--- src/rtl/hsl_pkg.sv ---
// ============================================================================
// hsl_pkg: shared types and constants for the HSL to RGB converter
// Fixed-point formats, scaling constants and the item passed between parts.
// ============================================================================
`timescale 1ns / 1ps
`default_nettype none

package hsl_pkg;

    // Fraction bits of the unit-range fixed-point format.
    localparam int FRAC_BITS = 20;

    // Unsigned width that holds 0..UNIT, and a signed working width.
    localparam int UW = FRAC_BITS + 1;
    localparam int SW = FRAC_BITS + 3;

    localparam longint UNIT = longint'(1) << FRAC_BITS;

    localparam logic [UW-1:0] UNIT_V       = UW'(UNIT);
    localparam logic [UW-1:0] HALF_V       = UW'(UNIT / 2);
    localparam logic [UW-1:0] THIRD_V      = UW'(UNIT / 3);
    localparam logic [UW-1:0] TWO_THIRDS_V = UW'((2 * UNIT) / 3);

    // Input limits.
    localparam logic [8:0] HUE_MAX = 9'd360;
    localparam logic [6:0] PCT_MAX = 7'd100;

    // Scaling x * UNIT / D is split as x * (UNIT / D) + x * (UNIT % D) / D.
    // The second term is small and is divided by a reciprocal multiply that
    // is exact over its whole range.
    localparam logic [UW-1:0] HUE_Q = UW'(UNIT / 360);
    localparam logic [8:0]    HUE_R = 9'(UNIT % 360);
    localparam logic [UW-1:0] PCT_Q = UW'(UNIT / 100);
    localparam logic [6:0]    PCT_R = 7'(UNIT % 100);

    localparam int HUE_RSH = 27;
    localparam logic [18:0] HUE_RECIP = 19'(((longint'(1) << HUE_RSH) + 359) / 360);
    localparam int PCT_RSH = 20;
    localparam logic [13:0] PCT_RECIP = 14'(((longint'(1) << PCT_RSH) + 99) / 100);

    // Product widths of the front part.
    localparam int HQ_W  = UW + 9;
    localparam int PQ_W  = UW + 7;
    localparam int HR_W  = 17;
    localparam int PR_W  = 14;
    localparam int HRP_W = HR_W + 19;
    localparam int PRP_W = PR_W + 14;

    // Widths of the back part.
    localparam int PROD_W = 2 * UW;
    localparam int T6_W   = UW + 3;
    localparam int VW     = UW + 1;
    localparam int CH_W   = VW + 8;

    // Channels.
    localparam int NUM_CH   = 3;
    localparam int CH_RED   = 0;
    localparam int CH_GREEN = 1;
    localparam int CH_BLUE  = 2;

    // Depths of the parts.
    localparam int FRONT_DEPTH = 2;
    localparam int QUEUE_DEPTH = 2;
    localparam int BACK_DEPTH  = 6;
    localparam int CAPACITY    = FRONT_DEPTH + QUEUE_DEPTH + BACK_DEPTH;
    localparam int QPTR_W      = (QUEUE_DEPTH > 1) ? $clog2(QUEUE_DEPTH) : 1;
    localparam int QCNT_W      = $clog2(QUEUE_DEPTH + 1);
    localparam int PEND_W      = $clog2(CAPACITY + 2);

    typedef logic [UW-1:0] t_unit;

    // One pixel scaled to the unit range.
    typedef struct packed {
        t_unit h;
        t_unit s;
        t_unit l;
    } t_hsl_item;

    // Piece of the hue ramp that a channel falls on.
    typedef enum logic [1:0] {
        SEG_RISE,
        SEG_HIGH,
        SEG_FALL,
        SEG_LOW
    } t_seg;

endpackage

`default_nettype wire

--- src/rtl/hsl_front.sv ---
// ============================================================================
// hsl_front: input stage of the HSL to RGB converter
// Limits the inputs to range and scales them to unit fixed point in two stages.
// ============================================================================
`timescale 1ns / 1ps
`default_nettype none

module hsl_front (
    input  wire logic               i_clk,
    input  wire logic               i_rst_n,
    input  wire logic               i_valid,
    output logic                    o_ready,
    input  wire logic [8:0]         i_hue_degrees,
    input  wire logic [6:0]         i_saturation_percent,
    input  wire logic [6:0]         i_lightness_percent,
    output logic                    o_valid,
    input  wire logic               i_ready,
    output hsl_pkg::t_hsl_item      o_item
);
    import hsl_pkg::*;

    logic [8:0]      hue_c;
    logic [6:0]      sat_c;
    logic [6:0]      lit_c;
    logic [HQ_W-1:0] hq_full;
    logic [PQ_W-1:0] sq_full;
    logic [PQ_W-1:0] lq_full;

    logic            r_s1_valid;
    t_unit           r_hq;
    t_unit           r_sq;
    t_unit           r_lq;
    logic [HR_W-1:0] r_hr;
    logic [PR_W-1:0] r_sr;
    logic [PR_W-1:0] r_lr;

    logic             r_s2_valid;
    t_hsl_item        r_item;
    t_hsl_item        n_item;
    logic [HRP_W-1:0] hr_prod;
    logic [PRP_W-1:0] sr_prod;
    logic [PRP_W-1:0] lr_prod;

    logic s1_ready;
    logic s2_ready;

    assign s2_ready = !r_s2_valid || i_ready;
    assign s1_ready = !r_s1_valid || s2_ready;
    assign o_ready  = s1_ready;
    assign o_valid  = r_s2_valid;
    assign o_item   = r_item;

    // Out-of-range values are taken as the top of the range.
    always_comb begin
        hue_c   = (i_hue_degrees > HUE_MAX) ? HUE_MAX : i_hue_degrees;
        sat_c   = (i_saturation_percent > PCT_MAX) ? PCT_MAX : i_saturation_percent;
        lit_c   = (i_lightness_percent > PCT_MAX) ? PCT_MAX : i_lightness_percent;
        hq_full = HQ_W'(hue_c) * HQ_W'(HUE_Q);
        sq_full = PQ_W'(sat_c) * PQ_W'(PCT_Q);
        lq_full = PQ_W'(lit_c) * PQ_W'(PCT_Q);
    end

    always_comb begin
        hr_prod  = HRP_W'(r_hr) * HRP_W'(HUE_RECIP);
        sr_prod  = PRP_W'(r_sr) * PRP_W'(PCT_RECIP);
        lr_prod  = PRP_W'(r_lr) * PRP_W'(PCT_RECIP);
        n_item.h = r_hq + UW'(hr_prod >> HUE_RSH);
        n_item.s = r_sq + UW'(sr_prod >> PCT_RSH);
        n_item.l = r_lq + UW'(lr_prod >> PCT_RSH);
    end

    always_ff @(posedge i_clk) begin
        if (!i_rst_n) begin
            r_s1_valid <= 1'b0;
            r_s2_valid <= 1'b0;
        end else begin
            if (s1_ready) begin
                r_s1_valid <= i_valid;
            end
            if (s2_ready) begin
                r_s2_valid <= r_s1_valid;
            end
        end
    end

    always_ff @(posedge i_clk) begin
        if (s1_ready) begin
            r_hq <= hq_full[UW-1:0];
            r_sq <= sq_full[UW-1:0];
            r_lq <= lq_full[UW-1:0];
            r_hr <= HR_W'(hue_c) * HR_W'(HUE_R);
            r_sr <= PR_W'(sat_c) * PR_W'(PCT_R);
            r_lr <= PR_W'(lit_c) * PR_W'(PCT_R);
        end
        if (s2_ready) begin
            r_item <= n_item;
        end
    end

endmodule

`default_nettype wire

--- config.mk ---
export PLATFORM = sky130hd
export DESIGN_NAME = hsl_front
export DESIGN_NICKNAME = d
export VERILOG_FILES = /design/src/rtl/hsl_pkg.sv /design/src/rtl/hsl_front.sv
export SDC_FILE = /design/constraint.sdc
export NUM_CORES = 1
export LEC_CHECK = 0
export BUFFER_PORTS_ARGS = -buffer_cell sky130_fd_sc_hd__buf_2
export CAP_MARGIN = 20
export CORE_ASPECT_RATIO = 0.8
export CORE_MARGIN = 5
export CORE_UTILIZATION = 42
export CTS_CLUSTER_SIZE = 10
export DETAILED_ROUTE_END_ITERATION = 16
export HOLD_SLACK_MARGIN = 0.08
export PLACE_DENSITY = 0.58
export SETUP_SLACK_MARGIN = 0.05
export SYNTH_ARGS = -nofsm -noshare
export SYNTH_HDL_FRONTEND = slang
export SYNTH_SLANG_ARGS = --single-unit
--- constraint.sdc ---
create_clock -name i_clk -period 7.1 [get_ports i_clk]
set_clock_uncertainty 0.05 [all_clocks]
set_input_delay 0.71 -clock i_clk [delete_from_list [all_inputs] [get_ports i_clk]]
set_output_delay 0.71 -clock i_clk [all_outputs]
set_load 0.01 [all_outputs]
== Word-level counts from Yosys, hierarchy flattened ==
Cells that the tools add are included.
Word-level totals
  register bits: 156
  input port bits: 27
  output and inout port bits: 65
  word-level logic and storage cells: 32
Operators by class
  add/subtract/negate cells: 3
  multipliers: 8
  $lt $le $gt $ge: 3
  mux-type cells: 3
  reduce and logical (&&, ||, !) cells: 4
Operator list (count)
  multiplier 12 x 13 -> 25 bit (second input constant): 2
  adder 21 x 8 -> 21 bit: 2
  multiplier 7 x 14 -> 21 bit (second input constant): 2
  multiplier 9 x 17 -> 26 bit (second input constant): 1
  multiplier 7 x 5 -> 12 bit (second input constant): 2
  adder 21 x 9 -> 21 bit: 1
  multiplier 9 x 7 -> 16 bit (second input constant): 1
  > comparator 7 bit (second input constant): 2
  two-way mux 7 bit: 2
  > comparator 9 bit (second input constant): 1
  two-way mux 9 bit: 1
  zero test 1 bit: 2
  logical OR 1 bit: 2

== Longest topological paths before layout ==
  word-level depth: 3
  depth in mapped cells: 29
  mapped depth without buffers: 29

== Worst setup path after synthesis ==
OpenSTA, ideal clock, no wires.
  kind: register -> register
  start: reg r_sr[5]
  end: reg r_item (netlist bit o_item[41]), data pin
  setup time: 0.258 ns
  data arrival time: 6.244 ns
  slack: 0.549 ns
  stages on the path, launching flop included: 27
  path buffers: 0
  cell sequence: edfxtp_1 > fa_1 > inv_1 > fa_1 > inv_1 > ha_1 > fa_1 > inv_1 > fa_1 > inv_1 > ha_1 > a21o_1 > a21o_1 > a21oi_1 > o21ai_0 > nor3_1 > o21ai_0 > a211oi_1 > nor3_1 > ha_1 > o21ai_0 > a21boi_0 > o21ai_0 > a21o_1 > a21boi_1 > nand4_1 > xnor2_1
RTL lines
  from (decl): line hsl_front.sv:34  | logic [PR_W-1:0] r_sr;
  from (signal assigned): line hsl_front.sv:92  | r_sr <= PR_W'(sat_c) * PR_W'(PCT_R);
  to (signal assigned): line hsl_front.sv:96  | r_item <= n_item;
  to (decl): line hsl_front.sv:38  | t_hsl_item r_item;

==> metrics.md <==
| Metric | Value |
|---|---|
| Die area | 49740 sq um |
| Diode count | 0 |
| Clock transition at the registers of the reported paths | 0.07 ns |
| Detail Route Antenna Nets | 0 |
| Flops & latches, synth | 153 |
| Vias in the first global route | 13.25k |
| Number of port buffers | 91 |
| Root cell of the clock tree | clkbuf_16 |
| Most common flop cell mapped by yosys | edfxtp_1 |
| Maximum number of pins on one net before global-route repair | 71 |
| Final worst path period need | 6.746 ns |
| Worst slew margin | 35.59% |
| Post-synthesis cell area | 19050 sq um |
| Initial Utilization | 42.68% |
| Post-synthesis cell count | 1811 |
| CTS HTree Levels | 4 |
| Clock buffer count from CTS | 17 |
| HP Class | in2reg |
| Cell Rows | 69 |
| Io pins | 92 |
| CP Data Required Time | 7.26 ns |
| Worst-margin pin slew | 0.9662 ns |
| Post-synthesis sequential area ratio | 24.01% |
| Buffers from clock root to sink, at most | 2 |
| Core box area | 44630 sq um |
| Post-synth ARST share | 0% |
| Max_cap viols | 0 |
| Die width | 248.1 um |
| TritonCTS clock tree | yes |
| Crit Path Max Fanout | 6 |
| Total negative slack | 0 ns |
| Remaining Overflow, GRT | 0 |
| Hold_ws | 0.4281 ns |
| Fin worst setup slack | 0.3537 ns |
| GRT Overall Usage | 16.24% |
| Later-pin clock latency in the skew report | 0.46 ns |
| RSZ-0062 raised after global routing | true |
| # setup viols final | 0 |
| DP Worst Slack | -0.02379 ns |
| Routed wire per std cell | 15.22 um |
| Top post-synthesis cells by area | ha_1 (28%), edfxtp_1 (24%), fa_1 (19%) |
| Critical path's largest stage delay | 0.58 ns |
| RD Place Congestion | 0.8639 |
| EDFF count, synth | 151 |
| Critical path's slowest cell | fa_1 |
| Critical Path Source Type | register |
| Area growth syn-to-layout | 10.80% |
| Arrival @ worst endpoint | 6.90 ns |
| Part of the cycle the worst path needs | 95.02% |
| Syn avg cell area | 10.52 sq um |
| DIE HEIGHT | 200.5 um |
| Via count | 12.49k |
| Post-layout util | 47.29% |
| Sink Count | 153 |
| Most frequent CP cell | inv_1 |
| Antenna violations before repair | 0 |
| Synth area leader | ha_1 |
| FMAX | 0.1482 GHz |
| Cell with the most instances after synthesis | ha_1 |
| WS Path Type | reg2reg |
| Synth cell count leaders | ha_1 (426), inv_1 (416), fa_1 (178), edfxtp_1 (151), xnor2_1 (93) |
| Post-DP HPWL | 32400 um |
| Pins over their slew limit | 0 |
| Share of cells above drive strength 1 | 9.621% |
| Crit. End Element | register |
| Final hold violation count | 0 |
| Layout Nets | 2572 |
| Final wirelength | 38910 um |
| Iteration-0 DRC Markers | 437 |
| Ys Warns | 0 |
| Via-to-Cell Ratio | 4.884 |
| Synth Net Count | 2442 |
| Status | completed |
| Global-route wire length before repair | 65680 um |
| First-pass iteration count of the detailed router | 5 |
| Synth cell types | 60 |
| Remaining DRCs | 0 |
| Top cell type's share of synthesized area | 27.98% |
what timing repair did:
action / in CTS / in global routing
pin swaps: 0 / 13
endpoints found under the hold margin: 0 / 0
buffers inserted: 0 / 16
setup endpoints to repair: 6 / 25
gates resized for setup: 1 / 29
gates cloned: 0 / 0
hold buffers: 0 / 0
logic make-up after synthesis:
group	count (synthesis)	share of synthesized area [%]
AND/OR/NAND/NOR	241	6.214
flip-flops	153	24.01
adder cells (fa/ha/maj)	604	46.69
multiplexers	1	0.05255
buffers and inverters	422	8.315
XOR/XNOR	134	6.161
AO/OA/AOI/OAI	256	8.558
flip-flops by register name, summed over array words and instances, names as in the netlist:
signal,count
r_lr,11
r_s1_valid,1
o_item,63
r_hq,15
o_valid,1
r_sq,21
r_sr,11
r_hr,9
r_lq,21
layout make-up:
cell class | count | area [sq um]
inverter | 416 | 1562
fill | 4177 | 23530
clock buffer | 17 | 425.4
clock inverter | 15 | 160.2
multi-input combinational | 1236 | 12970
timing repair buffer | 117 | 658.1
sequential | 153 | 4574
tap | 603 | 754.5
worst max-delay path: cells and delay by family (launching register included):
kind / cells / cell delay, ns
DFF: 1 / 0.42
buffers and inverters: 6 / 0.45
AOI/OAI and AO/OA: 10 / 1.47
adders and majority gates: 7 / 3.15
xor gates and xnor gates: 2 / 0.34
and+or+nand+nor: 3 / 0.58
worst paths after layout:
path            start          to  slack, ns  depth (start not counted)
max reg2reg   r_sr[6]  o_item[39]       0.35                         28
min           i_rst_n     o_valid       0.43                          2
min reg2reg  r_sq[20]  o_item[41]       0.50                          1
max           r_sr[6]  o_item[39]       0.35                         28
layer usage:
layer / vias up / wire length [um] / GRT usage, %
met5: - / 0 / 0
met4: 0 / 479 / 3.408
met3: 30 / 1532 / 3.621
met2: 163 / 16630 / 24.87
met1: 5982 / 20270 / 23.75
li1: 6314 / - / -
per-stage QoR:
stage | cell area (sq um) | instances
global route | 21110 | 2557
global placement | 20320 | 2509
finish | 21110 | 2557
detailed placement | 20320 | 2509
floorplan | 19050 | 1811
CTS | 20910 | 2541
cell usage in the layout, fill, tap and decap left out, types with 3 or more instances in the layout:
cell type  synthesis  layout
a211oi_1           8       7
a21boi_2           0       3
a21o_1            33      33
a21oi_1           92      89
a21oi_2            1       4
a31oi_1            8       8
and2_1             9       9
and3_1            11      11
buf_2              0      91
buf_4              0      24
clkbuf_16          0      17
clkinv_2           0       3
edfxtp_1         151     151
fa_1             178     177
ha_1             426     425
inv_1            416     415
inv_6              0       3
inv_8              0       5
nand2_1           60      59
nand2b_1          13      13
nand3_1           28      27
nand4_1           13      13
nor2_1            58      58
nor2b_1           12      12
nor3_1            12      10
o211ai_1           3       3
o21a_1             9       9
o21ai_0           44      36
o21ai_1            0       6
o21bai_1          22      22
o22ai_1            3       3
or2_2              9       9
or3_1              7       7
xnor2_1           93      93
xor2_1            41      41
Power is left out: the tool's default activity adds up to more than one toggle a clock period on the data nets, which glitch-free logic cannot reach.
