===== config.mk =====
export PLATFORM = sky130hd
export DESIGN_NAME = hsl_queue
export DESIGN_NICKNAME = d
export VERILOG_FILES = /design/src/rtl/hsl_pkg.sv /design/src/rtl/hsl_queue.sv
export SDC_FILE = /design/constraint.sdc
export NUM_CORES = 1
export LEC_CHECK = 0
export ABC_CLOCK_PERIOD_IN_PS = 2500
export BUFFER_PORTS_ARGS = -buffer_cell sky130_fd_sc_hd__buf_2
export CORE_MARGIN = 2
export CORE_UTILIZATION = 40
export CTS_CLUSTER_SIZE = 16
export DETAILED_ROUTE_END_ITERATION = 10
export PLACE_DENSITY = 0.77
export SYNTH_ARGS = -nofsm -noshare
export SYNTH_HDL_FRONTEND = slang
export SYNTH_SLANG_ARGS = --single-unit

===== constraint.sdc =====
create_clock -name i_clk -period 2.5 [get_ports i_clk]
set_clock_uncertainty 0.15 [all_clocks]
set_input_delay 0.375 -clock i_clk [delete_from_list [all_inputs] [get_ports i_clk]]
set_output_delay 0.375 -clock i_clk [all_outputs]
set_load 0.1 [all_outputs]

===== src/rtl/hsl_pkg.sv =====
// ============================================================================
// hsl_pkg: shared types and constants for the HSL to RGB converter
// Fixed-point formats, scaling constants and the item passed between parts.
// ============================================================================
`timescale 1ns / 1ps
`default_nettype none

package hsl_pkg;

    // Fraction bits of the unit-range fixed-point format.
    localparam int FRAC_BITS = 20;

    // Unsigned width that holds 0..UNIT, and a signed working width.
    localparam int UW = FRAC_BITS + 1;
    localparam int SW = FRAC_BITS + 3;

    localparam longint UNIT = longint'(1) << FRAC_BITS;

    localparam logic [UW-1:0] UNIT_V       = UW'(UNIT);
    localparam logic [UW-1:0] HALF_V       = UW'(UNIT / 2);
    localparam logic [UW-1:0] THIRD_V      = UW'(UNIT / 3);
    localparam logic [UW-1:0] TWO_THIRDS_V = UW'((2 * UNIT) / 3);

    // Input limits.
    localparam logic [8:0] HUE_MAX = 9'd360;
    localparam logic [6:0] PCT_MAX = 7'd100;

    // Scaling x * UNIT / D is split as x * (UNIT / D) + x * (UNIT % D) / D.
    // The second term is small and is divided by a reciprocal multiply that
    // is exact over its whole range.
    localparam logic [UW-1:0] HUE_Q = UW'(UNIT / 360);
    localparam logic [8:0]    HUE_R = 9'(UNIT % 360);
    localparam logic [UW-1:0] PCT_Q = UW'(UNIT / 100);
    localparam logic [6:0]    PCT_R = 7'(UNIT % 100);

    localparam int HUE_RSH = 27;
    localparam logic [18:0] HUE_RECIP = 19'(((longint'(1) << HUE_RSH) + 359) / 360);
    localparam int PCT_RSH = 20;
    localparam logic [13:0] PCT_RECIP = 14'(((longint'(1) << PCT_RSH) + 99) / 100);

    // Product widths of the front part.
    localparam int HQ_W  = UW + 9;
    localparam int PQ_W  = UW + 7;
    localparam int HR_W  = 17;
    localparam int PR_W  = 14;
    localparam int HRP_W = HR_W + 19;
    localparam int PRP_W = PR_W + 14;

    // Widths of the back part.
    localparam int PROD_W = 2 * UW;
    localparam int T6_W   = UW + 3;
    localparam int VW     = UW + 1;
    localparam int CH_W   = VW + 8;

    // Channels.
    localparam int NUM_CH   = 3;
    localparam int CH_RED   = 0;
    localparam int CH_GREEN = 1;
    localparam int CH_BLUE  = 2;

    // Depths of the parts.
    localparam int FRONT_DEPTH = 2;
    localparam int QUEUE_DEPTH = 2;
    localparam int BACK_DEPTH  = 6;
    localparam int CAPACITY    = FRONT_DEPTH + QUEUE_DEPTH + BACK_DEPTH;
    localparam int QPTR_W      = (QUEUE_DEPTH > 1) ? $clog2(QUEUE_DEPTH) : 1;
    localparam int QCNT_W      = $clog2(QUEUE_DEPTH + 1);
    localparam int PEND_W      = $clog2(CAPACITY + 2);

    typedef logic [UW-1:0] t_unit;

    // One pixel scaled to the unit range.
    typedef struct packed {
        t_unit h;
        t_unit s;
        t_unit l;
    } t_hsl_item;

    // Piece of the hue ramp that a channel falls on.
    typedef enum logic [1:0] {
        SEG_RISE,
        SEG_HIGH,
        SEG_FALL,
        SEG_LOW
    } t_seg;

endpackage

`default_nettype wire


===== src/rtl/hsl_queue.sv =====
// ============================================================================
// hsl_queue: short queue between the front and back parts
// Registered-flag FIFO that lets either side stall without stopping the other.
// ============================================================================
`timescale 1ns / 1ps
`default_nettype none

module hsl_queue (
    input  wire logic               i_clk,
    input  wire logic               i_rst_n,
    input  wire logic               i_valid,
    output logic                    o_ready,
    input  hsl_pkg::t_hsl_item      i_item,
    output logic                    o_valid,
    input  wire logic               i_ready,
    output hsl_pkg::t_hsl_item      o_item
);
    import hsl_pkg::*;

    t_hsl_item         r_mem [QUEUE_DEPTH];
    logic [QPTR_W-1:0] r_wr_ptr;
    logic [QPTR_W-1:0] r_rd_ptr;
    logic [QCNT_W-1:0] r_count;
    logic [QPTR_W-1:0] n_wr_ptr;
    logic [QPTR_W-1:0] n_rd_ptr;
    logic [QCNT_W-1:0] n_count;
    logic              push;
    logic              pop;

    assign o_ready = (r_count != QCNT_W'(QUEUE_DEPTH));
    assign o_valid = (r_count != '0);
    assign o_item  = r_mem[r_rd_ptr];
    assign push    = i_valid && o_ready;
    assign pop     = o_valid && i_ready;

    always_comb begin
        n_wr_ptr = r_wr_ptr;
        n_rd_ptr = r_rd_ptr;
        n_count  = r_count;
        if (push) begin
            n_wr_ptr = (r_wr_ptr == QPTR_W'(QUEUE_DEPTH - 1)) ? '0 : r_wr_ptr + 1'b1;
        end
        if (pop) begin
            n_rd_ptr = (r_rd_ptr == QPTR_W'(QUEUE_DEPTH - 1)) ? '0 : r_rd_ptr + 1'b1;
        end
        if (push && !pop) begin
            n_count = r_count + 1'b1;
        end else if (pop && !push) begin
            n_count = r_count - 1'b1;
        end
    end

    always_ff @(posedge i_clk) begin
        if (!i_rst_n) begin
            r_wr_ptr <= '0;
            r_rd_ptr <= '0;
            r_count  <= '0;
        end else begin
            r_wr_ptr <= n_wr_ptr;
            r_rd_ptr <= n_rd_ptr;
            r_count  <= n_count;
        end
    end

    always_ff @(posedge i_clk) begin
        if (push) begin
            r_mem[r_wr_ptr] <= i_item;
        end
    end

endmodule

`default_nettype wire


# Word level (Yosys, flattened, before mapping)
# Memories as Yosys holds them, arrays and structs flattened. A register that Yosys moved wholly into a read port is not among the register bits.
# Index checks and enable logic that the tools add are counted.
dict set report classes {
  n_reduce_logical 8
  n_mux 8
  n_eq_ne 1
  add_sub_neg 4
}
# operator n
set ops {}
lappend ops {{$mux W1} 6}
lappend ops {{$logic_and A1 B1 Y1} 4}
lappend ops {{$mux W2} 2}
lappend ops {{$reduce_bool A2 Y1} 2}
lappend ops {{$add A1 B1 Y1 const B} 2}
lappend ops {{$add A2 B1 Y2 const B} 1}
lappend ops {{$logic_not A1 Y1} 2}
lappend ops {{$ne A2 B2 Y1 const B} 1}
lappend ops {{$sub A2 B1 Y2 const B} 1}
dict set report totals {
  ff_bits 4
  inputBits 67
  ram_bits 126
  n_memories 1
}
# memory depth width read_ports rd_ports_with_merged_regs write_ports line
set memory_table {}
lappend memory_table {r_mem 2 63 1 1 1 hsl_queue.sv:20} ;# t_hsl_item r_mem [QUEUE_DEPTH];

# Logic depth before layout (Yosys ltp)
# Gate-level depths: netlist (run 1).
dict set report depth {
  ltp_word 6
  ltp_mapped 6
  depth_no_buf 6
}

# Least setup slack after synthesis (run 1)
# Ideal clock, no wire load.
dict set report synth_timing {
  path_kind {register to register}
  from {register r_count[0]}
  to {memory r_mem[1][0] (netlist name) (enable)}
  setup_slack_ns -0.413
  arrival_time_ns 2.335
  period_less_slack_ns 2.913
  stages_incl_launch_ff 3
  required_ns 1.922
  path_cell_list {dfxtp_1 nand2b_4 and3_1}
}
dict set report synth_between {
  elab_chain_cells 4
}
# item line
set synth_rtl {}
lappend synth_rtl {{start, declared} hsl_queue.sv:23} ;# logic [QCNT_W-1:0] r_count;
lappend synth_rtl {{start signal, assigned} hsl_queue.sv:61} ;# r_count <= n_count;
lappend synth_rtl {{$ne A2 B2 Y1} hsl_queue.sv:30} ;# assign o_ready = (r_count != QCNT_W'(QUEUE_DEPTH));
lappend synth_rtl {{net o_ready} hsl_queue.sv:12} ;# output logic o_ready,
lappend synth_rtl {{$logic_and A1 B1 Y1} hsl_queue.sv:33} ;# assign push = i_valid && o_ready;
lappend synth_rtl {{$mux W1} hsl_queue.sv:66} ;# if (push) begin
lappend synth_rtl {{$mux W1 (not written as such)} hsl_queue.sv:67} ;# r_mem[r_wr_ptr] <= i_item;
lappend synth_rtl {{end, declared} hsl_queue.sv:20}
# The timed path passes the listed nets, and every way through them passes these cells.

==> out/metrics.cfg, run 1 <==
[cts]
cts_tree = done
clkSlewWorstSetupHoldPaths_ps = 50
cts.path.max_buffers = 2
cts_buf_count = 17
clock_sink_count = 131
worstSkewPairLatency_ps = 400
cts_root_buffer = sky130_fd_sc_hd__clkbuf_16
quantity_of_gates_resized_following_cts = 0
cts.htree.levels = 4

[floorplanning]
initial_standard_cell_utilization_of_the_core = 0.414
die_height_um = 113
die_area_mm2 = 0.0128
design.core.area_mm2 = 0.0115
ios = 132
rows = 39
die_w_um = 113

[power]
power.density_cell_area_mw_per_mm2 = 1360
clock_power_share = 0.279
comb_power_share = 0.415
intPower_mw = 5.26
seq_power_share = 0.306
highest_ir_drop_seen_on_vdd_v = 0.000774
netSwitchingFraction = 0.431
net-switching-power_mw = 3.98
power.leakage_nw = 2.58

[sta]
max_freq_mhz = 438
rsz_0062_raised_after_global_routing = false
worst_slew_margin_rel = 0.666
finalSetupTns_ps = 0
final_max_slew_viol_count = 0
post-route-period-util = 0.914
period_needed_ps = 2290
finalHoldViolations = 0
finalHoldWorstSlack_ps = 18.5
setup_viol_count_final = 0
timing_worst_slew_pin_value_ps = 501

[cells_and_area]
fin_nets = 490
layout-drive-gt1-share = 0.532
area_delta_synth_final_pct = 42.8
antenna-diode-count = 0
finish.cell_count_without_fillers = 577

[placed_design]
dp_hpwl_mm = 5.38
gpl.final_weighted_congestion = 0.680
io_buffers = 131
place_inst = 492

[min_path]
hold_path_startpoint = i_item[8]
min_to = r_mem[0][8]
worstHoldPathCells = 1
hold_path.class = primary input to register

[synth]
synth_top_cells_by_count = 126 x sky130_fd_sc_hd__edfxtp_1, 63 x sky130_fd_sc_hd__mux2_2, 7 x sky130_fd_sc_hd__buf_2
netlist_instances = 220
synth_enable_flop_cells = 126
synth.yosys.seq_area_share = 0.814
post_synth_main_area_contributors = sky130_fd_sc_hd__edfxtp_1 79%, sky130_fd_sc_hd__mux2_2 15%, sky130_fd_sc_hd__dfxtp_1 2.1%
synth_area_per_cell_um2 = 21.7
ys.flop_type = sky130_fd_sc_hd__edfxtp_1
yosys.cell_count.top_type = sky130_fd_sc_hd__edfxtp_1
synth_top_area_frac = 0.793
number_of_synthesized_register_bits = 131
synth-warning-count = 0
synthArstFlopShare = 0
synth.lib_cells_used.distinct = 19
synthesis.area_mm2 = 0.00477
yosysTopAreaCell = sky130_fd_sc_hd__edfxtp_1
postSynthNetCount = 288

[grt]
grt.overflow.total = 0
globalRouteTotalUtil = 0.147
grt_start_max_net_pins = 64
global_route_wire_length_before_repair_mm = 13.9
first_global_vias = 2897
antenna_found_initial = 0

[outcome]
violated_checks = design-rule violations
result_of_the_run = complete, but fails checks

[worst_setup_path]
worstPathArrival_ps = 1760
worstReg2RegStart = r_count[0]
critPathCaptureType = output port
largest_fanout_on_the_critical_path = 63
worstSetupPathType = register to output port
critical_path.reg2reg.endpoint = r_mem[0][17]
rr_worst_depth = 4
worst_setup_path_start_kind = register
critical_path_required_ps = 1980
r2r_setup_slack_ps = 680

[routing]
routed_via_count = 2685
drt_pre_antenna_iters = 7
antenna_violating_nets_post_route = 0
drt_first_iter_violations = 133
route.detailed.wl_per_inst_um = 15.7
drt-vias-per-instance = 4.65
post-route-drc-count = 9
wl_mm = 9.03

[job]
max-cap-violations = 0

==> placed cells by master (no fill, tap or decap), types with 3 or more instances in the layout <==
master	Yosys	routed
sky130_fd_sc_hd__clkinvlp_4	0	3
sky130_fd_sc_hd__edfxtp_1	126	126
sky130_fd_sc_hd__dlygate4sd3_1	0	54
sky130_fd_sc_hd__and2_1	4	4
sky130_fd_sc_hd__buf_2	7	131
sky130_fd_sc_hd__clkinv_1	0	4
sky130_fd_sc_hd__clkbuf_16	0	17
sky130_fd_sc_hd__mux2_2	63	63
sky130_fd_sc_hd__buf_12	0	3
sky130_fd_sc_hd__dfxtp_1	5	4
sky130_fd_sc_hd__bufinv_16	0	5
==> power groups by stage <==
stage	sequential [mW]	combinational, mW	clock (mW)
4_1_cts	2.83	3.86	2.64
3_5_place_dp	2.87	3.78	0
6_report	2.83	3.83	2.58
5_1_grt	2.85	3.95	2.73
2_1_floorplan	2.85	3.24	0
3_3_place_gp	2.85	3.76	0
==> worst max-delay path, stage by stage, from the launching register on <==
cell and delay, ps:
sky130_fd_sc_hd__dfxtp_2 330, sky130_fd_sc_hd__buf_12 310, sky130_fd_sc_hd__mux2_2 400, sky130_fd_sc_hd__buf_2 300
==> stage by stage <==
stage	cell area, um2	total power, mW	util	worst slack (ps)
after floorplan	4780	6.09	-	173
after global placement	5650	6.61	0.491	623
after detailed placement	5650	6.66	0.491	615
after CTS	6800	9.32	0.591	169
after global routing	6810	9.54	0.591	142
final	6810	9.24	0.591	215
==> cell families (layout without fill, tap and decap cells) <==
logic type / Yosys count / in the layout / synth area share
xor+xnor: 3 / 3 / 0.00551
fa+ha+maj: 1 / 1 / 0.00262
flops: 131 / 131 / 0.814
compound gates: 5 / 5 / 0.00734
mux: 63 / 63 / 0.149
simple gates: 9 / 9 / 0.0136
buf+inv: 8 / 222 / 0.00813
==> how the worst max path moves through the flow <==
| stage | end | from | slack, ps |
|---|---|---|---|
| CTS | o_item[30] | register | 170 |
| floorplan | r_mem[0][0] | r_count[0] | 170 |
| global placement | o_item[30] | register | 620 |
| global route | o_item[30] | register | 140 |
| detailed placement | o_item[30] | register | 610 |
| finish | o_item[30] | register | 210 |
==> layout make-up <==
cell class	instances	area, um2
multi-input combinational	81	850
inverter	1	7.51
fill	874	4700
clock buffer	18	429
sequential	131	3880
timing repair buffer	190	1270
tap	143	179
clock inverter	13	190
==> state kept, by name, indices dropped and copies added (netlist names), named ones only <==
register / cells
r_mem: 126
r_count: 2
r_rd_ptr: 1
r_wr_ptr: 1
==> repair_timing <==
action	CTS	global route
endpoints found under the setup margin	0	0
hold buffers	53	1
setup buffers	0	0
hold endpoints to repair	105	2
==> per-layer routing <==
metal | vias up | track usage | share of wire
li1 | 1274 | - | -
met1 | 1308 | 0.163 | 0.40
met2 | 85 | 0.255 | 0.52
met3 | 18 | 0.0509 | 0.055
met4 | 0 | 0.0691 | 0.020
met5 | - | 0 | 0
Note: power is estimated with default switching activity, not from simulation.
==> inputs of run 2 (changes only) <==
--- a/config.mk
+++ b/config.mk
@@ -12,6 +12,7 @@
 export CTS_CLUSTER_SIZE = 16
 export DETAILED_ROUTE_END_ITERATION = 10
 export PLACE_DENSITY = 0.77
+export REMOVE_ABC_BUFFERS = 1
 export SYNTH_ARGS = -nofsm -noshare
 export SYNTH_HDL_FRONTEND = slang
 export SYNTH_SLANG_ARGS = --single-unit
==> out/metrics.cfg, run 2 (synthesis results as in run 1) <==
[outcome]
result_of_the_run = complete, but fails checks  ; unchanged
violated_checks = design-rule violations  ; unchanged

[worst_setup_path]
worstReg2RegStart = r_count[1]  ; was r_count[0]
worst_setup_path_start_kind = register  ; unchanged
max_stage_delay_ps = 430  ; was 400 ps
rr_worst_depth = 5  ; was 4
crit_path_cell_trace = buf_12 -> mux2_2 -> buf_2  ; unchanged
critical_path.reg2reg.endpoint = r_count[1]  ; was r_mem[0][17]
slowest_stage = sky130_fd_sc_hd__dfxtp_2  ; was sky130_fd_sc_hd__mux2_2
r2r_setup_slack_ps = 750  ; was 680 ps
critical_path_required_ps = 1980  ; about the same
worstSetupPathType = register to output port  ; unchanged
worstPathArrival_ps = 1750  ; was 1760 ps
critPathCaptureType = output port  ; unchanged
largest_fanout_on_the_critical_path = 30  ; was 63

[cells_and_area]
area_delta_synth_final_pct = 41.1  ; was 42.8%
finish.cell_count_without_fillers = 575  ; was 577
layout_commonest_cell = sky130_fd_sc_hd__buf_2  ; unchanged
n_fill_cell = 882  ; was 874
final_cell_mix = 131 x sky130_fd_sc_hd__buf_2, 126 x sky130_fd_sc_hd__edfxtp_1, 63 x sky130_fd_sc_hd__mux2_2, 55 x sky130_fd_sc_hd__dlygate4sd3_1, 17 x sky130_fd_sc_hd__clkbuf_16  ; was 131 x sky130_fd_sc_hd__buf_2, 126 x sky130_fd_sc_hd__edfxtp_1, 63 x sky130_fd_sc_hd__mux2_2, 54 x sky130_fd_sc_hd__dlygate4sd3_1, 17 x sky130_fd_sc_hd__clkbuf_16
largest_register_ffs = 126  ; unchanged
finished_layout_cell_area_mm2 = 0.00673  ; was 0.00681 mm2
fin_nets = 490  ; unchanged
antenna-diode-count = 0  ; unchanged
layout-drive-gt1-share = 0.525  ; was 0.532
biggest_registers_after_layout = r_mem x126, r_count x2  ; unchanged
top_register = r_mem  ; unchanged

[placed_design]
dpl_cell_area_mm2 = 0.00565  ; about the same
gpl.final_weighted_congestion = 0.687  ; was 0.680
io_buffers = 131  ; unchanged
dp_hpwl_mm = 5.27  ; was 5.38 mm
place_inst = 491  ; was 492

[min_path]
min_to = r_mem[1][51]  ; was r_mem[0][8]
hold_path.class = primary input to register  ; unchanged
hold_path_startpoint = i_item[51]  ; was i_item[8]
worstHoldPathCells = 1  ; unchanged

[routing]
wl_mm = 9.14  ; was 9.03 mm
drt_pre_antenna_iters = 7  ; unchanged
drt-vias-per-instance = 4.70  ; was 4.65
route.detailed.wl_per_inst_um = 15.9  ; was 15.7 um
routed_via_count = 2703  ; was 2685
drt_first_iter_violations = 133  ; unchanged
post-route-drc-count = 7  ; was 9
antenna_violating_nets_post_route = 0  ; unchanged

[sta]
max_freq_mhz = 439  ; was 438 MHz
finalHoldViolations = 0  ; unchanged
setup_viol_count_final = 0  ; unchanged
final_max_slew_viol_count = 0  ; unchanged
worst_slew_margin_rel = 0.664  ; was 0.666
timing_worst_slew_pin_value_ps = 507  ; was 501 ps
period_needed_ps = 2280  ; was 2290 ps
post-route-period-util = 0.911  ; was 0.914
rsz_0062_raised_after_global_routing = false  ; unchanged
finalHoldWorstSlack_ps = 20.3  ; was 18.5 ps

[power]
power.leakage_nw = 2.55  ; was 2.58 nW
power.density_cell_area_mw_per_mm2 = 1320  ; was 1360 mW/mm2
intPower_mw = 4.96  ; was 5.26 mW
net-switching-power_mw = 3.95  ; was 3.98 mW
highest_ir_drop_seen_on_vdd_v = 0.000898  ; was 0.000774 V
comb_power_share = 0.431  ; was 0.415
clock_power_share = 0.250  ; was 0.279
power_mw = 8.91  ; was 9.24 mW
seq_power_share = 0.319  ; was 0.306
netSwitchingFraction = 0.444  ; was 0.431

[cts]
worstSkewPairLatency_ps = 400  ; about the same
cts_root_buffer = sky130_fd_sc_hd__clkbuf_16  ; unchanged
cts_tree = done  ; unchanged
clock_sink_count = 131  ; unchanged
clkSlewWorstSetupHoldPaths_ps = 50  ; about the same
cts_buf_count = 17  ; unchanged
cts.htree.levels = 4  ; unchanged
cts.path.max_buffers = 2  ; unchanged

[floorplanning]
die_w_um = 113  ; unchanged
die_height_um = 113  ; unchanged
die_area_mm2 = 0.0128  ; unchanged
initial_standard_cell_utilization_of_the_core = 0.414  ; unchanged
ios = 132  ; unchanged
rows = 39  ; unchanged
design.core.area_mm2 = 0.0115  ; unchanged

[grt]
global_route_wire_length_before_repair_mm = 14.3  ; was 13.9 mm
grt.overflow.total = 0  ; unchanged
globalRouteTotalUtil = 0.149  ; was 0.147
first_global_vias = 2896  ; was 2897
grt_start_max_net_pins = 64  ; unchanged
antenna_found_initial = 0  ; unchanged

[job]
max-cap-violations = 0  ; unchanged

run 2: changes by cell type in the layout (fill, tap and decap cells not counted):
cell and delta:
sky130_fd_sc_hd__clkbuf_1 +2, sky130_fd_sc_hd__inv_2 +1, sky130_fd_sc_hd__buf_12 +1, sky130_fd_sc_hd__bufinv_16 -3
sky130_fd_sc_hd__clkinv_1 -1, sky130_fd_sc_hd__buf_4 -2, sky130_fd_sc_hd__dlygate4sd3_1 +1, sky130_fd_sc_hd__clkinv_2 +2
sky130_fd_sc_hd__clkinvlp_4 -3
run 2: what timing repair did:
action                    4_1_cts  5_1_grt
hold endpoints to repair      107        1
buffers inserted                0        0
hold buffers                   54        1
resized for setup               0        0
run 2: area by class of cell:
class	instances	area, um2	share of cell area
Clock inverter	9	91.3	0.0136
Multi-Input combinational cell	81	850	0.126
Clock buffer	20	437	0.0649
Timing Repair Buffer	190	1290	0.191
Inverter	1	3.75	0.000558
Tap cell	143	179	0.0266
Sequential cell	131	3880	0.577
run 2: metrics by stage:
stage	util	TNS (ps)	worst slack, ps
detailed placement	0.491	0	628
global route	0.585	0	152
floorplan	-	-63460	-413
CTS	0.584	0	177
global placement	0.491	0	639
finish	0.585	0	222
run 2: critical path: cells and delay by family, from the launching register on:
kind,cells,cell delay [ps]
buffers and inverters,2,520
flip-flops,1,430
multiplexers,1,380
run 2: metal layers:
metal	vias up	track usage	wire (um)
li1	1272	-	-
met1	1330	0.172	3800
met2	86	0.250	4740
met3	15	0.0471	444
met4	0	0.0764	155
met5	-	0	0
run 2: how the worst max path moves through the flow:
stage / depth (start not counted) / slack (ps) / startpoint / end
floorplan: 2 / -410 / r_count[0] / r_mem[1][0]
global route: 3 / 150 / register / o_item[60]
detailed placement: 3 / 630 / register / o_item[60]
global placement: 3 / 640 / register / o_item[60]
CTS: 3 / 180 / register / o_item[60]
finish: 3 / 220 / register / o_item[60]
run 2: power groups by stage:
stage / combinational (mW) / clock (mW) / sequential (mW)
after floorplan: 3.13 / 0 / 2.95
final: 3.84 / 2.23 / 2.84
after CTS: 3.86 / 2.30 / 2.84
after global placement: 3.76 / 0 / 2.87
after global routing: 3.96 / 2.39 / 2.87
after detailed placement: 3.78 / 0 / 2.88
==> inputs of run 3 (changes only) <==
--- a/config.mk
+++ b/config.mk
@@ -7,7 +7,6 @@
 export LEC_CHECK = 0
 export ABC_CLOCK_PERIOD_IN_PS = 2500
 export BUFFER_PORTS_ARGS = -buffer_cell sky130_fd_sc_hd__buf_2
-export CORE_MARGIN = 2
 export CORE_UTILIZATION = 40
 export CTS_CLUSTER_SIZE = 16
 export DETAILED_ROUTE_END_ITERATION = 10
==> out/metrics.cfg, run 3 (synthesis results as in run 1) <==
[outcome]
result_of_the_run = complete, but fails checks  ; unchanged
violated_checks = design-rule violations  ; unchanged

[worst_setup_path]
largest_fanout_on_the_critical_path = 23  ; was 30
worstPathArrival_ps = 1740  ; was 1750 ps
critPathCaptureType = output port  ; unchanged
worst_setup_path_endpoint = o_item[28]  ; was o_item[60]
worstReg2RegStart = r_count[0]  ; was r_count[1]
slowest_stage = sky130_fd_sc_hd__mux2_2  ; was sky130_fd_sc_hd__dfxtp_2
crit_path_cell_trace = buf_4 -> mux2_2 -> buf_2  ; was buf_12 -> mux2_2 -> buf_2
critical_path_required_ps = 1980  ; about the same
critical_path.reg2reg.endpoint = r_count[1]  ; unchanged
r2r_setup_slack_ps = 780  ; was 750 ps
worst_setup_path_start_kind = register  ; unchanged
max_stage_delay_ps = 390  ; was 430 ps
worstSetupPathType = register to output port  ; unchanged
rr_worst_depth = 5  ; unchanged

[sta]
final.setup.worst_slack_ps = 238  ; was 222 ps
max_freq_mhz = 442  ; was 439 MHz
rsz_0062_raised_after_global_routing = false  ; unchanged
setup_viol_count_final = 0  ; unchanged
final_max_slew_viol_count = 0  ; unchanged
timing_worst_slew_pin_value_ps = 500  ; was 507 ps
post-route-period-util = 0.905  ; was 0.911
finalSetupTns_ps = 0  ; unchanged
worst_slew_margin_rel = 0.669  ; was 0.664
period_needed_ps = 2260  ; was 2280 ps
finalHoldViolations = 0  ; unchanged

[grt]
grt.overflow.total = 0  ; unchanged
grt_start_max_net_pins = 64  ; unchanged
global_route_wire_length_before_repair_mm = 13.4  ; was 14.3 mm
antenna_found_initial = 0  ; unchanged
first_global_vias = 2854  ; was 2896
globalRouteTotalUtil = 0.146  ; was 0.149

[routing]
drt_first_iter_violations = 148  ; was 133
routed_via_count = 2635  ; was 2703
post-route-drc-count = 16  ; was 7
drt_pre_antenna_iters = 7  ; unchanged
antenna_violating_nets_post_route = 0  ; unchanged
drt-vias-per-instance = 4.66  ; was 4.70
wl_mm = 8.62  ; was 9.14 mm
route.detailed.wl_per_inst_um = 15.2  ; was 15.9 um

[cts]
worstSkewPairLatency_ps = 400  ; about the same
quantity_of_gates_resized_following_cts = 0  ; unchanged
cts.path.max_buffers = 2  ; unchanged
cts_buf_count = 17  ; unchanged
cts.htree.levels = 4  ; unchanged
cts_root_buffer = sky130_fd_sc_hd__clkbuf_16  ; unchanged
clock_sink_count = 131  ; unchanged
clkSlewWorstSetupHoldPaths_ps = 50  ; about the same
cts_tree = done  ; unchanged

[cells_and_area]
final_util = 0.578  ; was 0.585
biggest_registers_after_layout = r_mem x126, r_count x2  ; unchanged
layout_commonest_cell = sky130_fd_sc_hd__buf_2  ; unchanged
finished_layout_cell_area_mm2 = 0.00665  ; was 0.00673 mm2
top_register = r_mem  ; unchanged
area_delta_synth_final_pct = 39.5  ; was 41.1%
antenna-diode-count = 0  ; unchanged
largest_register_ffs = 126  ; unchanged
layout-drive-gt1-share = 0.548  ; was 0.525
fin_nets = 478  ; was 490
final_cell_mix = 131 x sky130_fd_sc_hd__buf_2, 126 x sky130_fd_sc_hd__edfxtp_1, 63 x sky130_fd_sc_hd__mux2_2, 42 x sky130_fd_sc_hd__dlygate4sd3_1, 17 x sky130_fd_sc_hd__clkbuf_16  ; was 131 x sky130_fd_sc_hd__buf_2, 126 x sky130_fd_sc_hd__edfxtp_1, 63 x sky130_fd_sc_hd__mux2_2, 55 x sky130_fd_sc_hd__dlygate4sd3_1, 17 x sky130_fd_sc_hd__clkbuf_16

[placed_design]
dpl_cell_area_mm2 = 0.00564  ; was 0.00565 mm2
io_buffers = 131  ; unchanged
dp_hpwl_mm = 5.19  ; was 5.27 mm
gpl.final_weighted_congestion = 0.689  ; was 0.687
post-place-ws_ps = 641  ; was 628 ps

[floorplanning]
ios = 132  ; unchanged
rows = 39  ; unchanged
die_area_mm2 = 0.0124  ; was 0.0128 mm2
design.core.area_mm2 = 0.0115  ; unchanged
die_w_um = 111  ; was 113 um
initial_standard_cell_utilization_of_the_core = 0.414  ; unchanged
die_height_um = 111  ; was 113 um

[job]
max-cap-violations = 0  ; unchanged

[min_path]
hold_path.class = primary input to register  ; unchanged

## run 3: changes by cell type in the layout (fill, tap and decap cells not counted)
| cell | delta |
|---|---|
| sky130_fd_sc_hd__buf_12 | -2 |
| sky130_fd_sc_hd__buf_4 | +3 |
| sky130_fd_sc_hd__bufinv_16 | +2 |
| sky130_fd_sc_hd__clkbuf_1 | -1 |
| sky130_fd_sc_hd__clkinv_2 | +1 |
| sky130_fd_sc_hd__clkinv_4 | +1 |
| sky130_fd_sc_hd__dlygate4sd3_1 | -13 |
## run 3: layout make-up
class,instances,area [um2]
Sequential cell,131,3880
Timing Repair Buffer,178,1140
Clock inverter,13,165
Clock buffer,19,433
Fill cell,898,4860
Inverter,1,3.75
Multi-Input combinational cell,81,850
Tap cell,143,179
## run 3: worst min-delay path by stage
| stage | start | end | cells past startpoint |
|---|---|---|---|
| final | i_item[36] | r_mem[1][36] | 1 |
| after global routing | i_item[43] | r_mem[1][43] | 1 |
| after CTS | i_item[39] | r_mem[0][39] | 1 |
| after detailed placement | r_count[1] | r_count[1] | 2 |
| after global placement | r_count[1] | r_count[1] | 2 |
| after floorplan | i_item[0] | r_mem[0][0] | 0 |
## run 3: repair_timing
action / CTS / global route
endpoints found under the hold margin: 83 / 0
setup buffers: 0 / 0
setup endpoints to repair: 0 / 0
hold buffers: 42 / 0
## run 3: stage by stage
stage	hold WS [ps]	cells
6_report	17.7	566
5_1_grt	2.42	566
4_1_cts	0.458	566
3_5_place_dp	406	492
3_3_place_gp	375	492
2_1_floorplan	324	213
## run 3: worst max-delay path: cells and delay by family, from the launching register on
kind / cells / cell delay [ps]
flops: 1 / 340
mux: 1 / 390
buf+inv: 2 / 600
## run 3: metal layers
layer	wire length [um]	track usage	vias to the layer above
met1	3370	0.154	1275
li1	-	-	1250
met4	206	0.0838	0
met3	528	0.0525	19
met2	4510	0.251	91
met5	0	0	-
Power of run 3 is left out: the tool's default activity adds up to more than one toggle a clock period on the data nets, which glitch-free logic cannot reach.
